`src/hdl/tile_spotlight_shader_macros.svh`:
```
// Assertion macros used by the tile spotlight shader top module.
`ifndef TILE_SPOTLIGHT_SHADER_MACROS_SVH
`define TILE_SPOTLIGHT_SHADER_MACROS_SVH

`ifndef SYNTHESIS
// Check that a property holds at every rising edge outside reset.
`define TSS_ASSERT(lbl, clk, rst, prop) \
   lbl: assert property (@(posedge clk) disable iff (rst) (prop)) \
      else $error("tss assertion failed");
// Check that a condition never occurs outside reset.
`define TSS_ASSERT_NEVER(lbl, clk, rst, expr) \
   lbl: assert property (@(posedge clk) disable iff (rst) !(expr)) \
      else $error("tss forbidden condition seen");
`else
`define TSS_ASSERT(lbl, clk, rst, prop)
`define TSS_ASSERT_NEVER(lbl, clk, rst, expr)
`endif

`endif

```
`src/hdl/tss_pkg.sv`:
```
package tss_pkg;

   // Default screen geometry
   localparam int SCREEN_W_DEF = 80;
   localparam int SCREEN_H_DEF = 64;

   // Field and datapath widths
   localparam int PX_W       = 7;
   localparam int PY_W       = 6;
   localparam int COLOR_W    = 16;
   localparam int CODE_W     = 3;
   localparam int SQ_W       = 15;
   localparam int R2_W       = 16;
   localparam int SHIFT_W    = 4;
   localparam int LUX_W      = 5;
   localparam int PAL_AW     = 8;
   localparam int TILE_AW    = 9;
   localparam int CSR_IDX_W  = 2;
   localparam int CSR_DATA_W = 8;

   // Register indexes on the CSR channel
   localparam logic [CSR_IDX_W-1:0] CSR_OFFSET_X   = 2'd0;
   localparam logic [CSR_IDX_W-1:0] CSR_OFFSET_Y   = 2'd1;
   localparam logic [CSR_IDX_W-1:0] CSR_HALO_SHIFT = 2'd2;

   // Register reset values
   localparam logic [SHIFT_W-1:0] HALO_SHIFT_RST = 4'd10;

   typedef struct packed {
      logic [7:0]         offset_x;
      logic [7:0]         offset_y;
      logic [SHIFT_W-1:0] halo_shift;
   } csr_type;

   // Stage 1 output: tile code read plus the two squared offsets
   typedef struct packed {
      logic              valid;
      logic [CODE_W-1:0] code;
      logic [SQ_W-1:0]   dx2;
      logic [SQ_W-1:0]   dy2;
   } fetch_type;

   // Final shaded pixel
   typedef struct packed {
      logic               valid;
      logic [COLOR_W-1:0] color;
      logic               lit;
   } result_type;

endpackage

```
`src/hdl/tile_spotlight_shader.sv`:
```
// Tile spotlight shader: one screen pixel in, one 16-bit color out.
// Request channel: drive req_px and req_py with start high; the pixel is
// taken at every rising edge where start is high and busy is low. busy is
// high only while reset is applied and in the cycle after it, so a new
// pixel may be offered on every clock cycle.
// Response channel: rsp_strobe is high for exactly one cycle, with rsp_color
// and rsp_lit valid in that cycle. Each pixel passes through a three-stage
// pipeline (tile memory read and squaring, distance sum, palette read)
// before its result is on the response ports. Results come out in request
// order, one per request, at one per cycle.
// The receiver cannot stall the response channel; results are not held.
// CSR channel: csr_ready is always high; a write of csr_wdata to register
// csr_index happens when csr_valid is high. Index 0 is offset_x, 1 is
// offset_y, 2 is halo_shift; other indexes are ignored. Write only while no
// pixel is in flight.
// Reset (synchronous, active high) empties the pipeline and sets the scroll
// offsets to 0 and halo_shift to 10.
`include "tile_spotlight_shader_macros.svh"
module tile_spotlight_shader #(
   parameter int SCREEN_W = tss_pkg::SCREEN_W_DEF,
   parameter int SCREEN_H = tss_pkg::SCREEN_H_DEF
) (
   input  logic                             clock,
   input  logic                             reset,
   input  logic                             start,
   output logic                             busy,
   input  logic [tss_pkg::PX_W-1:0]         req_px,
   input  logic [tss_pkg::PY_W-1:0]         req_py,
   output logic                             rsp_strobe,
   output logic [tss_pkg::COLOR_W-1:0]      rsp_color,
   output logic                             rsp_lit,
   input  logic                             csr_valid,
   output logic                             csr_ready,
   input  logic [tss_pkg::CSR_IDX_W-1:0]    csr_index,
   input  logic [tss_pkg::CSR_DATA_W-1:0]   csr_wdata
);
   import tss_pkg::*;

   csr_type    csr_in, csr_ff;
   logic       busy_in, busy_ff;
   logic       take;
   fetch_type  fetch;
   result_type result;

   // Decode CSR writes
   always_comb begin
      csr_in = csr_ff;
      if (csr_valid) begin
         unique case (csr_index)
            CSR_OFFSET_X:   csr_in.offset_x   = csr_wdata;
            CSR_OFFSET_Y:   csr_in.offset_y   = csr_wdata;
            CSR_HALO_SHIFT: csr_in.halo_shift = csr_wdata[SHIFT_W-1:0];
            default:        csr_in = csr_ff;
         endcase
      end
   end

   always_ff @(posedge clock) begin
      if (reset) begin
         csr_ff <= '{offset_x: 8'd0, offset_y: 8'd0, halo_shift: HALO_SHIFT_RST};
      end else begin
         csr_ff <= csr_in;
      end
   end

   // Hold off requests through reset and the cycle after it
   assign busy_in = reset;

   always_ff @(posedge clock) begin
      if (reset) begin
         busy_ff <= 1'b1;
      end else begin
         busy_ff <= busy_in;
      end
   end

   assign busy      = busy_ff;
   assign csr_ready = 1'b1;
   assign take      = start && !busy_ff;

   tss_fetch #(
      .SCREEN_W (SCREEN_W),
      .SCREEN_H (SCREEN_H)
   ) u_fetch (
      .clock (clock),
      .reset (reset),
      .take  (take),
      .px    (req_px),
      .py    (req_py),
      .csr   (csr_ff),
      .fetch (fetch)
   );

   tss_shade u_shade (
      .clock      (clock),
      .reset      (reset),
      .fetch      (fetch),
      .halo_shift (csr_ff.halo_shift),
      .result     (result)
   );

   assign rsp_strobe = result.valid;
   assign rsp_color  = result.color;
   assign rsp_lit    = result.lit;

   `TSS_ASSERT(a_rsp_has_req, clock, reset, rsp_strobe |-> $past(start && !busy, 3))
   `TSS_ASSERT(a_req_gets_rsp, clock, reset, start && !busy |=> ##2 rsp_strobe)
   `TSS_ASSERT(a_unlit_is_black, clock, reset, rsp_strobe && !rsp_lit |-> rsp_color == '0)
   `TSS_ASSERT_NEVER(a_no_rsp_while_busy, clock, reset, busy && rsp_strobe)

endmodule

```
`src/hdl/tss_fetch.sv`:
```
module tss_fetch #(
   parameter int SCREEN_W = tss_pkg::SCREEN_W_DEF,
   parameter int SCREEN_H = tss_pkg::SCREEN_H_DEF
) (
   input  logic                      clock,
   input  logic                      reset,
   input  logic                      take,
   input  logic [tss_pkg::PX_W-1:0]  px,
   input  logic [tss_pkg::PY_W-1:0]  py,
   input  tss_pkg::csr_type          csr,
   output tss_pkg::fetch_type        fetch
);
   import tss_pkg::*;

   localparam logic [8:0] CX = 9'(SCREEN_W / 2);
   localparam logic [8:0] CY = 9'(SCREEN_H / 2);
   localparam logic [3:0] TILE_LAST = 4'd15;

   // Tile bitmap contents: beveled border, light or dark fill
   function automatic logic [CODE_W-1:0] texel_code(input logic [TILE_AW-1:0] a);
      logic              dark;
      logic [3:0]        row;
      logic [3:0]        col;
      logic              top_e;
      logic              bot_e;
      logic              lft_e;
      logic              rgt_e;
      logic [CODE_W-1:0] code;
      dark  = a[8];
      row   = a[7:4];
      col   = a[3:0];
      top_e = (row == 4'd0);
      bot_e = (row == TILE_LAST);
      lft_e = (col == 4'd0);
      rgt_e = (col == TILE_LAST);
      priority if ((top_e || bot_e) && (lft_e || rgt_e)) code = 3'd0;
      else if (top_e) code = 3'd1;
      else if (bot_e) code = 3'd3;
      else if (lft_e) code = 3'd1;
      else if (rgt_e) code = 3'd3;
      else code = dark ? 3'd4 : 3'd2;
      return code;
   endfunction

   logic [7:0]          xo;
   logic [7:0]          yo;
   logic [TILE_AW-1:0]  tile_addr;
   logic signed [8:0]   dx;
   logic signed [8:0]   dy;
   logic signed [17:0]  dx_sq;
   logic signed [17:0]  dy_sq;

   logic                valid_in,  valid_ff;
   logic [CODE_W-1:0]   code_in,   code_ff;
   logic [SQ_W-1:0]     dx2_in,    dx2_ff;
   logic [SQ_W-1:0]     dy2_in,    dy2_ff;

   // Scroll the coordinates and form the tile memory address
   always_comb begin
      xo        = {1'b0, px} + csr.offset_x;
      yo        = {2'b00, py} + csr.offset_y;
      tile_addr = {xo[4] ^ yo[4], yo[3:0], xo[3:0]};
   end

   // Signed offsets from the screen center and their squares
   always_comb begin
      dx     = $signed({2'b00, px}) - $signed(CX);
      dy     = $signed({3'b000, py}) - $signed(CY);
      dx_sq  = dx * dx;
      dy_sq  = dy * dy;
      dx2_in = dx_sq[SQ_W-1:0];
      dy2_in = dy_sq[SQ_W-1:0];
   end

   assign valid_in = take;
   assign code_in  = texel_code(tile_addr);

   // Advance the valid flag
   always_ff @(posedge clock) begin
      if (reset) begin
         valid_ff <= 1'b0;
      end else begin
         valid_ff <= valid_in;
      end
   end

   // Synchronous tile memory read and registered squares
   always_ff @(posedge clock) begin
      code_ff <= code_in;
      dx2_ff  <= dx2_in;
      dy2_ff  <= dy2_in;
   end

   assign fetch = '{valid: valid_ff, code: code_ff, dx2: dx2_ff, dy2: dy2_ff};

endmodule

```
`src/hdl/tss_shade.sv`:
```
module tss_shade (
   input  logic                          clock,
   input  logic                          reset,
   input  tss_pkg::fetch_type            fetch,
   input  logic [tss_pkg::SHIFT_W-1:0]   halo_shift,
   output tss_pkg::result_type           result
);
   import tss_pkg::*;

   localparam int PAL_DEPTH = 129;
   localparam logic [8:0] PAL_LAST = 9'd128;

   // Shaded palette, 32 brightness levels per bitmap code
   localparam logic [COLOR_W-1:0] PALETTE [PAL_DEPTH] = '{
      16'hffff,
      16'h79ce, 16'h38c6, 16'hf7bd, 16'hd7bd, 16'h96b5, 16'h75ad, 16'h34a5, 16'hf39c,
      16'hd39c, 16'h9294, 16'h718c, 16'h3084, 16'h1084, 16'hcf7b, 16'h8e73, 16'h6d6b,
      16'h2c63, 16'h0c63, 16'hcb5a, 16'h8a52, 16'h694a, 16'h2842, 16'h0842, 16'hc739,
      16'h8631, 16'h6529, 16'h2421, 16'h0421, 16'hc318, 16'h8210, 16'h6108, 16'h2000,
      16'h55ad, 16'h34a5, 16'hf39c, 16'hd39c, 16'hb294, 16'h718c, 16'h518c, 16'h3084,
      16'h1084, 16'hcf7b, 16'hae73, 16'h8e73, 16'h4d6b, 16'h2c63, 16'h0c63, 16'hcb5a,
      16'haa52, 16'h8a52, 16'h494a, 16'h2842, 16'h0842, 16'hc739, 16'ha631, 16'h8631,
      16'h4529, 16'h2421, 16'h0421, 16'hc318, 16'ha210, 16'h8210, 16'h4108, 16'h2000,
      16'h2842, 16'h0842, 16'h0842, 16'he739, 16'he739, 16'hc739, 16'ha631, 16'ha631,
      16'h8631, 16'h8631, 16'h6529, 16'h6529, 16'h4529, 16'h4529, 16'h2421, 16'h2421,
      16'h0421, 16'h0421, 16'he318, 16'he318, 16'hc318, 16'ha210, 16'ha210, 16'h8210,
      16'h8210, 16'h6108, 16'h6108, 16'h4108, 16'h4108, 16'h2000, 16'h2000, 16'h0000,
      16'h518c, 16'h3084, 16'h1084, 16'hcf7b, 16'hae73, 16'h8e73, 16'h6d6b, 16'h4d6b,
      16'h2c63, 16'h0c63, 16'heb5a, 16'hcb5a, 16'haa52, 16'h8a52, 16'h694a, 16'h494a,
      16'h2842, 16'h0842, 16'he739, 16'ha631, 16'h8631, 16'h6529, 16'h4529, 16'h2421,
      16'h0421, 16'he318, 16'hc318, 16'ha210, 16'h8210, 16'h6108, 16'h4108, 16'h2000
   };

   // Stage 2: squared distance
   logic               v2_in,    v2_ff;
   logic [CODE_W-1:0]  code2_in, code2_ff;
   logic [R2_W-1:0]    r2_in,    r2_ff;

   // Stage 3: palette read
   logic               v3_in,    v3_ff;
   logic [COLOR_W-1:0] color_in, color_ff;
   logic               lit_in,   lit_ff;

   logic [R2_W-1:0]         r2_scaled;
   logic [R2_W+LUX_W-1:0]   lux_wide;
   logic [LUX_W-1:0]        lux;
   logic [CODE_W-1:0]       code_m1;
   logic [8:0]              pal_sum;
   logic [PAL_AW-1:0]       pal_idx;
   logic                    hit;

   // Sum the squares
   always_comb begin
      v2_in    = fetch.valid;
      code2_in = fetch.code;
      r2_in    = R2_W'(fetch.dx2) + R2_W'(fetch.dy2);
   end

   // Halo test, brightness level and palette address
   always_comb begin
      r2_scaled = r2_ff >> halo_shift;
      lux_wide  = {r2_ff, {LUX_W{1'b0}}} >> halo_shift;
      lux       = lux_wide[LUX_W-1:0];
      code_m1   = code2_ff - 3'd1;
      pal_sum   = 9'd1 + {1'b0, code_m1, {LUX_W{1'b0}}} + {4'd0, lux};
      pal_idx   = (pal_sum > PAL_LAST) ? PAL_LAST[PAL_AW-1:0] : pal_sum[PAL_AW-1:0];
      hit       = (r2_scaled == '0) && (code2_ff != '0);
      v3_in     = v2_ff;
      lit_in    = hit;
   end

   // Palette memory read, dark when outside the halo or transparent
   always_ff @(posedge clock) begin
      color_ff <= hit ? PALETTE[pal_idx] : '0;
   end

   assign color_in = color_ff;

   // Advance the valid flags
   always_ff @(posedge clock) begin
      if (reset) begin
         v2_ff <= 1'b0;
         v3_ff <= 1'b0;
      end else begin
         v2_ff <= v2_in;
         v3_ff <= v3_in;
      end
   end

   // Hold the payload of each stage
   always_ff @(posedge clock) begin
      code2_ff <= code2_in;
      r2_ff    <= r2_in;
      lit_ff   <= lit_in;
   end

   assign result = '{valid: v3_ff, color: color_in, lit: lit_ff};

endmodule

```
`config.mk`:
```
export PLATFORM = sky130hd
export DESIGN_NAME = tile_spotlight_shader
export DESIGN_NICKNAME = d
export VERILOG_FILES = /design/src/hdl/tss_pkg.sv /design/src/hdl/tile_spotlight_shader.sv /design/src/hdl/tss_fetch.sv /design/src/hdl/tss_shade.sv
export VERILOG_INCLUDE_DIRS = /design/src /design/src/hdl
export SDC_FILE = /design/constraint.sdc
export NUM_CORES = 1
export LEC_CHECK = 0
export BUFFER_PORTS_ARGS = -buffer_cell sky130_fd_sc_hd__buf_2
export CAP_MARGIN = 25
export CORE_MARGIN = 3
export CORE_UTILIZATION = 45
export CTS_CLUSTER_SIZE = 8
export DETAILED_ROUTE_END_ITERATION = 8
export GPL_ROUTABILITY_DRIVEN = 0
export GPL_TIMING_DRIVEN = 0
export HOLD_SLACK_MARGIN = 0.05
export SLEW_MARGIN = 20
export SYNTH_ARGS = -nofsm -noshare
export SYNTH_HDL_FRONTEND = slang
export SYNTH_SLANG_ARGS = --single-unit
```
`constraint.sdc`:
```
create_clock -name clock -period 12.71 [get_ports clock]
set_input_delay 2.542 -clock clock [delete_from_list [all_inputs] [get_ports clock]]
set_output_delay 2.542 -clock clock [all_outputs]
set_load 0.1 [all_outputs]
```
==> flow_metrics.env <==
export IMPL_avgViaCountPerCell=5.20
export IMPL_cts_hold_buf=0
export IMPL_wl_mm=17.5
export IMPL_final_layout_size_suffix_gt1_share_pct=13.3
export IMPL_finalHoldViolCount=0
export IMPL_cp_max_fo=11
export IMPL_period_share_pct=59.3
export IMPL_synthFlopType="dfxtp_1"
export IMPL_p_leak_uw=0.00443
export IMPL_grt_max_degree=14
export IMPL_drc_errors=0
export IMPL_grt_pass1_vias=6300
export IMPL_yosysSeqAreaShare_pct=17.7
export IMPL_tightest_slew_ps=703
export IMPL_cts_made_buffers=9
export IMPL_fin_cells=1215
export IMPL_synth_edff_count=0
export IMPL_drtIter0Drc=284
export IMPL_rsz0062_at_grt="false"
export IMPL_dp_cells=1199
export IMPL_dieHeight_um=143
export IMPL_ys_seq_elements=74
export IMPL_clk_pin_slew_ps=60
export IMPL_drt_pass1_iterations=4
export IMPL_fmax_mhz=133
export IMPL_cts_tree="done"
export IMPL_vias=6322
export IMPL_worst_setup_path_end_kind="register"
export IMPL_synth_fp_nets=1113
export IMPL_post_cts_buffers=0
export IMPL_place_ws_ps=4820
export IMPL_cpMostUsedCell="inv_1"
export IMPL_start_kind="primary input"
export IMPL_drv_cap=0
export IMPL_area_growth_pct=9.13
export IMPL_rows=49
export IMPL_synth_async_sr_flop_share_pct=0
export IMPL_antenna_found_initial=0
export IMPL_die_w_um=143
export IMPL_ctsRootBufferMaster="clkbuf_16"
export IMPL_synth_warnings=0
export IMPL_grt_overflow_total=0
export IMPL_clock_sinks=74
export IMPL_fp_coreArea_um2=18100
export IMPL_synth_top_cell_by_area="dfxtp_1"
export IMPL_top_layer="met4"
export IMPL_grtUsageTotal_pct=18.2
export IMPL_required_ps=12920
export IMPL_io_pins=47
export IMPL_initial_core_util_pct=46.2
export IMPL_n_fill_cell=1754
export IMPL_io_buffers=41
export IMPL_maxSlewViolCount=0
export IMPL_skew_ps=8.01
export IMPL_final_setup_tns_ps=0
export IMPL_clock_latency_ps=330
export IMPL_htreeDepth=3
export IMPL_setup_ws_ps=5170
export IMPL_ir_worst_vdd_mv=0.185
export IMPL_ant_nets=0
export IMPL_diodes=0
export IMPL_relSlewSlack_pct=53.0
export IMPL_cpPeakStageDelay_ps=530
export IMPL_setup_viol=0
export IMPL_synth_area_per_cell_um2=9.04
export IMPL_critPathArrivalTime_ps=7750
export IMPL_outcome="finished clean"
export IMPL_crit_type="in -> reg"
export IMPL_max_clock_path_buffers=2
export IMPL_wl_met1_mm=7.92
export IMPL_power_density_nw_per_um2=243
export IMPL_synthTopCellsByArea="dfxtp_1 18%, fa_1 17%, ha_1 13%, inv_1 6.2%, xnor2_1 5.2%"
export IMPL_die_area_um2=20300
export IMPL_layout_nets=1166
export IMPL_slowest_stage="fa_1"
export IMPL_grt_pass1_wl_mm=30.2
export IMPL_synth_top_area_share_pct=17.7
export IMPL_syn_area_um2=8390
export IMPL_wl_met3_um=566
export IMPL_synthDistinctLibCells=84
export IMPL_period_needed_ps=7540
export IMPL_ctsResizeCount=0
export IMPL_place_detailed_hpwl_mm=14.3
export IMPL_postSynthCellCount=928
export IMPL_hold_path_class="reg -> reg"
export IMPL_routed_wl_met2_mm=8.81
export IMPL_wl_per_cell_um=14.4
registers in the layout, summed over array words and instances, names as in the netlist:
signal / flops
u_shade.v2_ff: 1
u_shade.v3_ff: 1
u_shade.lit_ff: 1
u_shade.color_ff: 6
u_shade.r2_ff: 16
busy: 1
u_shade.code2_ff: 3
u_fetch.valid_ff: 1
u_fetch.dy2_ff: 13
u_fetch.code_ff: 3
csr_ff: 14
u_fetch.dx2_ff: 14
worst max-delay path: cells and delay by family:
kind,cells,cell delay (ps)
buffers and inverters,9,1080
XOR/XNOR,2,170
AO/OA/AOI/OAI,7,1090
adder cells (fa/ha/maj),6,2340
AND/OR/NAND/NOR,3,520
layer usage:
layer,global-route usage [%],vias to the layer above
li1,-,3202
met1,23.8,2994
met2,31.9,104
met3,2.79,22
met4,3.95,0
met5,0,-
cells in the mapped netlist (3+ instances only):
| cell | n |
|---|---|
| nor3_1 | 15 |
| a21boi_0 | 3 |
| nand3_1 | 13 |
| a31o_2 | 3 |
| nand2b_1 | 14 |
| a21o_1 | 12 |
| mux4_2 | 8 |
| nor3b_1 | 3 |
| ha_1 | 86 |
| nand2_1 | 55 |
| or3_1 | 6 |
| nor2_1 | 56 |
| o211ai_1 | 3 |
| mux2_2 | 8 |
| buf_6 | 4 |
| buf_4 | 15 |
| o22ai_1 | 4 |
| a211oi_1 | 4 |
| buf_2 | 6 |
| nor2b_1 | 16 |
| and3_1 | 6 |
| xor2_1 | 13 |
| nand4_1 | 8 |
| a21oi_1 | 52 |
| fa_1 | 72 |
| xnor2_1 | 50 |
| clkbuf_1 | 16 |
| o21ai_0 | 26 |
| a22oi_1 | 4 |
| mux2i_1 | 28 |
| and2_1 | 24 |
| a31oi_1 | 8 |
| o21bai_1 | 11 |
| dfxtp_1 | 74 |
| inv_1 | 139 |
cell type report:
type / instances / area, um2 / share of cell area, %
Inverter: 140 / 526 / 5.74
Tap cell: 229 / 287 / 3.13
Clock buffer: 9 / 225 / 2.46
Clock inverter: 7 / 43.8 / 0.479
Buffer: 41 / 248 / 2.71
Timing Repair Buffer: 42 / 210 / 2.30
Sequential cell: 74 / 1480 / 16.2
Multi-Input combinational cell: 673 / 6130 / 67.0
stage by stage:
step	util (%)	total power [uW]	hold slack, ps	area [um2]
final	50.4	2220	326	9150
after global routing	50.4	2460	329	9150
after CTS	50.4	2230	329	9150
after detailed placement	48.9	1990	316	8880
after global placement	48.9	1980	317	8880
after floorplan	-	1660	310	8390
layout by cell type, fill, tap and decap left out, types with 15 or more instances in the layout:
| cell | synthesis | routed |
|---|---|---|
| buf_4 | 15 | 15 |
| nor2b_1 | 16 | 16 |
| nor2_1 | 56 | 56 |
| clkbuf_1 | 16 | 16 |
| mux2i_1 | 28 | 28 |
| dfxtp_1 | 74 | 74 |
| nand2_1 | 55 | 55 |
| o21ai_0 | 26 | 26 |
| fa_1 | 72 | 72 |
| and2_1 | 24 | 24 |
| nor3_1 | 15 | 15 |
| inv_1 | 139 | 139 |
| a21oi_1 | 52 | 52 |
| xnor2_1 | 50 | 50 |
| buf_2 | 6 | 48 |
| ha_1 | 86 | 86 |
power breakdown:
group	switching [uW]	total, uW	internal (uW)	leakage [uW]
clock network	103	234	131	0.000131
registers	38.8	354	315	0.000616
logic	947	1630	685	0.00368
cells by family (layout without fill, tap and decap cells):
kind of cell | Yosys count | after routing | synth area share [%]
compound gates | 169 | 169 | 14.3
xor+xnor | 66 | 66 | 7.43
fa+ha+maj | 158 | 158 | 30.0
buf+inv | 181 | 239 | 9.22
flops | 74 | 74 | 17.7
mux | 45 | 45 | 6.74
other cells | 1 | 1 | 0.0447
simple gates | 234 | 234 | 14.6
worst paths after layout:
check | startpoint | to | slack, ps | cells after the start
min | u_fetch.code_ff[1] | u_shade.code2_ff[1] | 330 | 0
min reg2reg | u_fetch.code_ff[1] | u_shade.code2_ff[1] | 330 | 0
max | req_px[3] | u_fetch.dx2_ff[14] | 5170 | 27
max reg2reg | csr_ff[0] | u_shade.color_ff[13] | 7350 | 19
(Power assumes the default switching activity.)
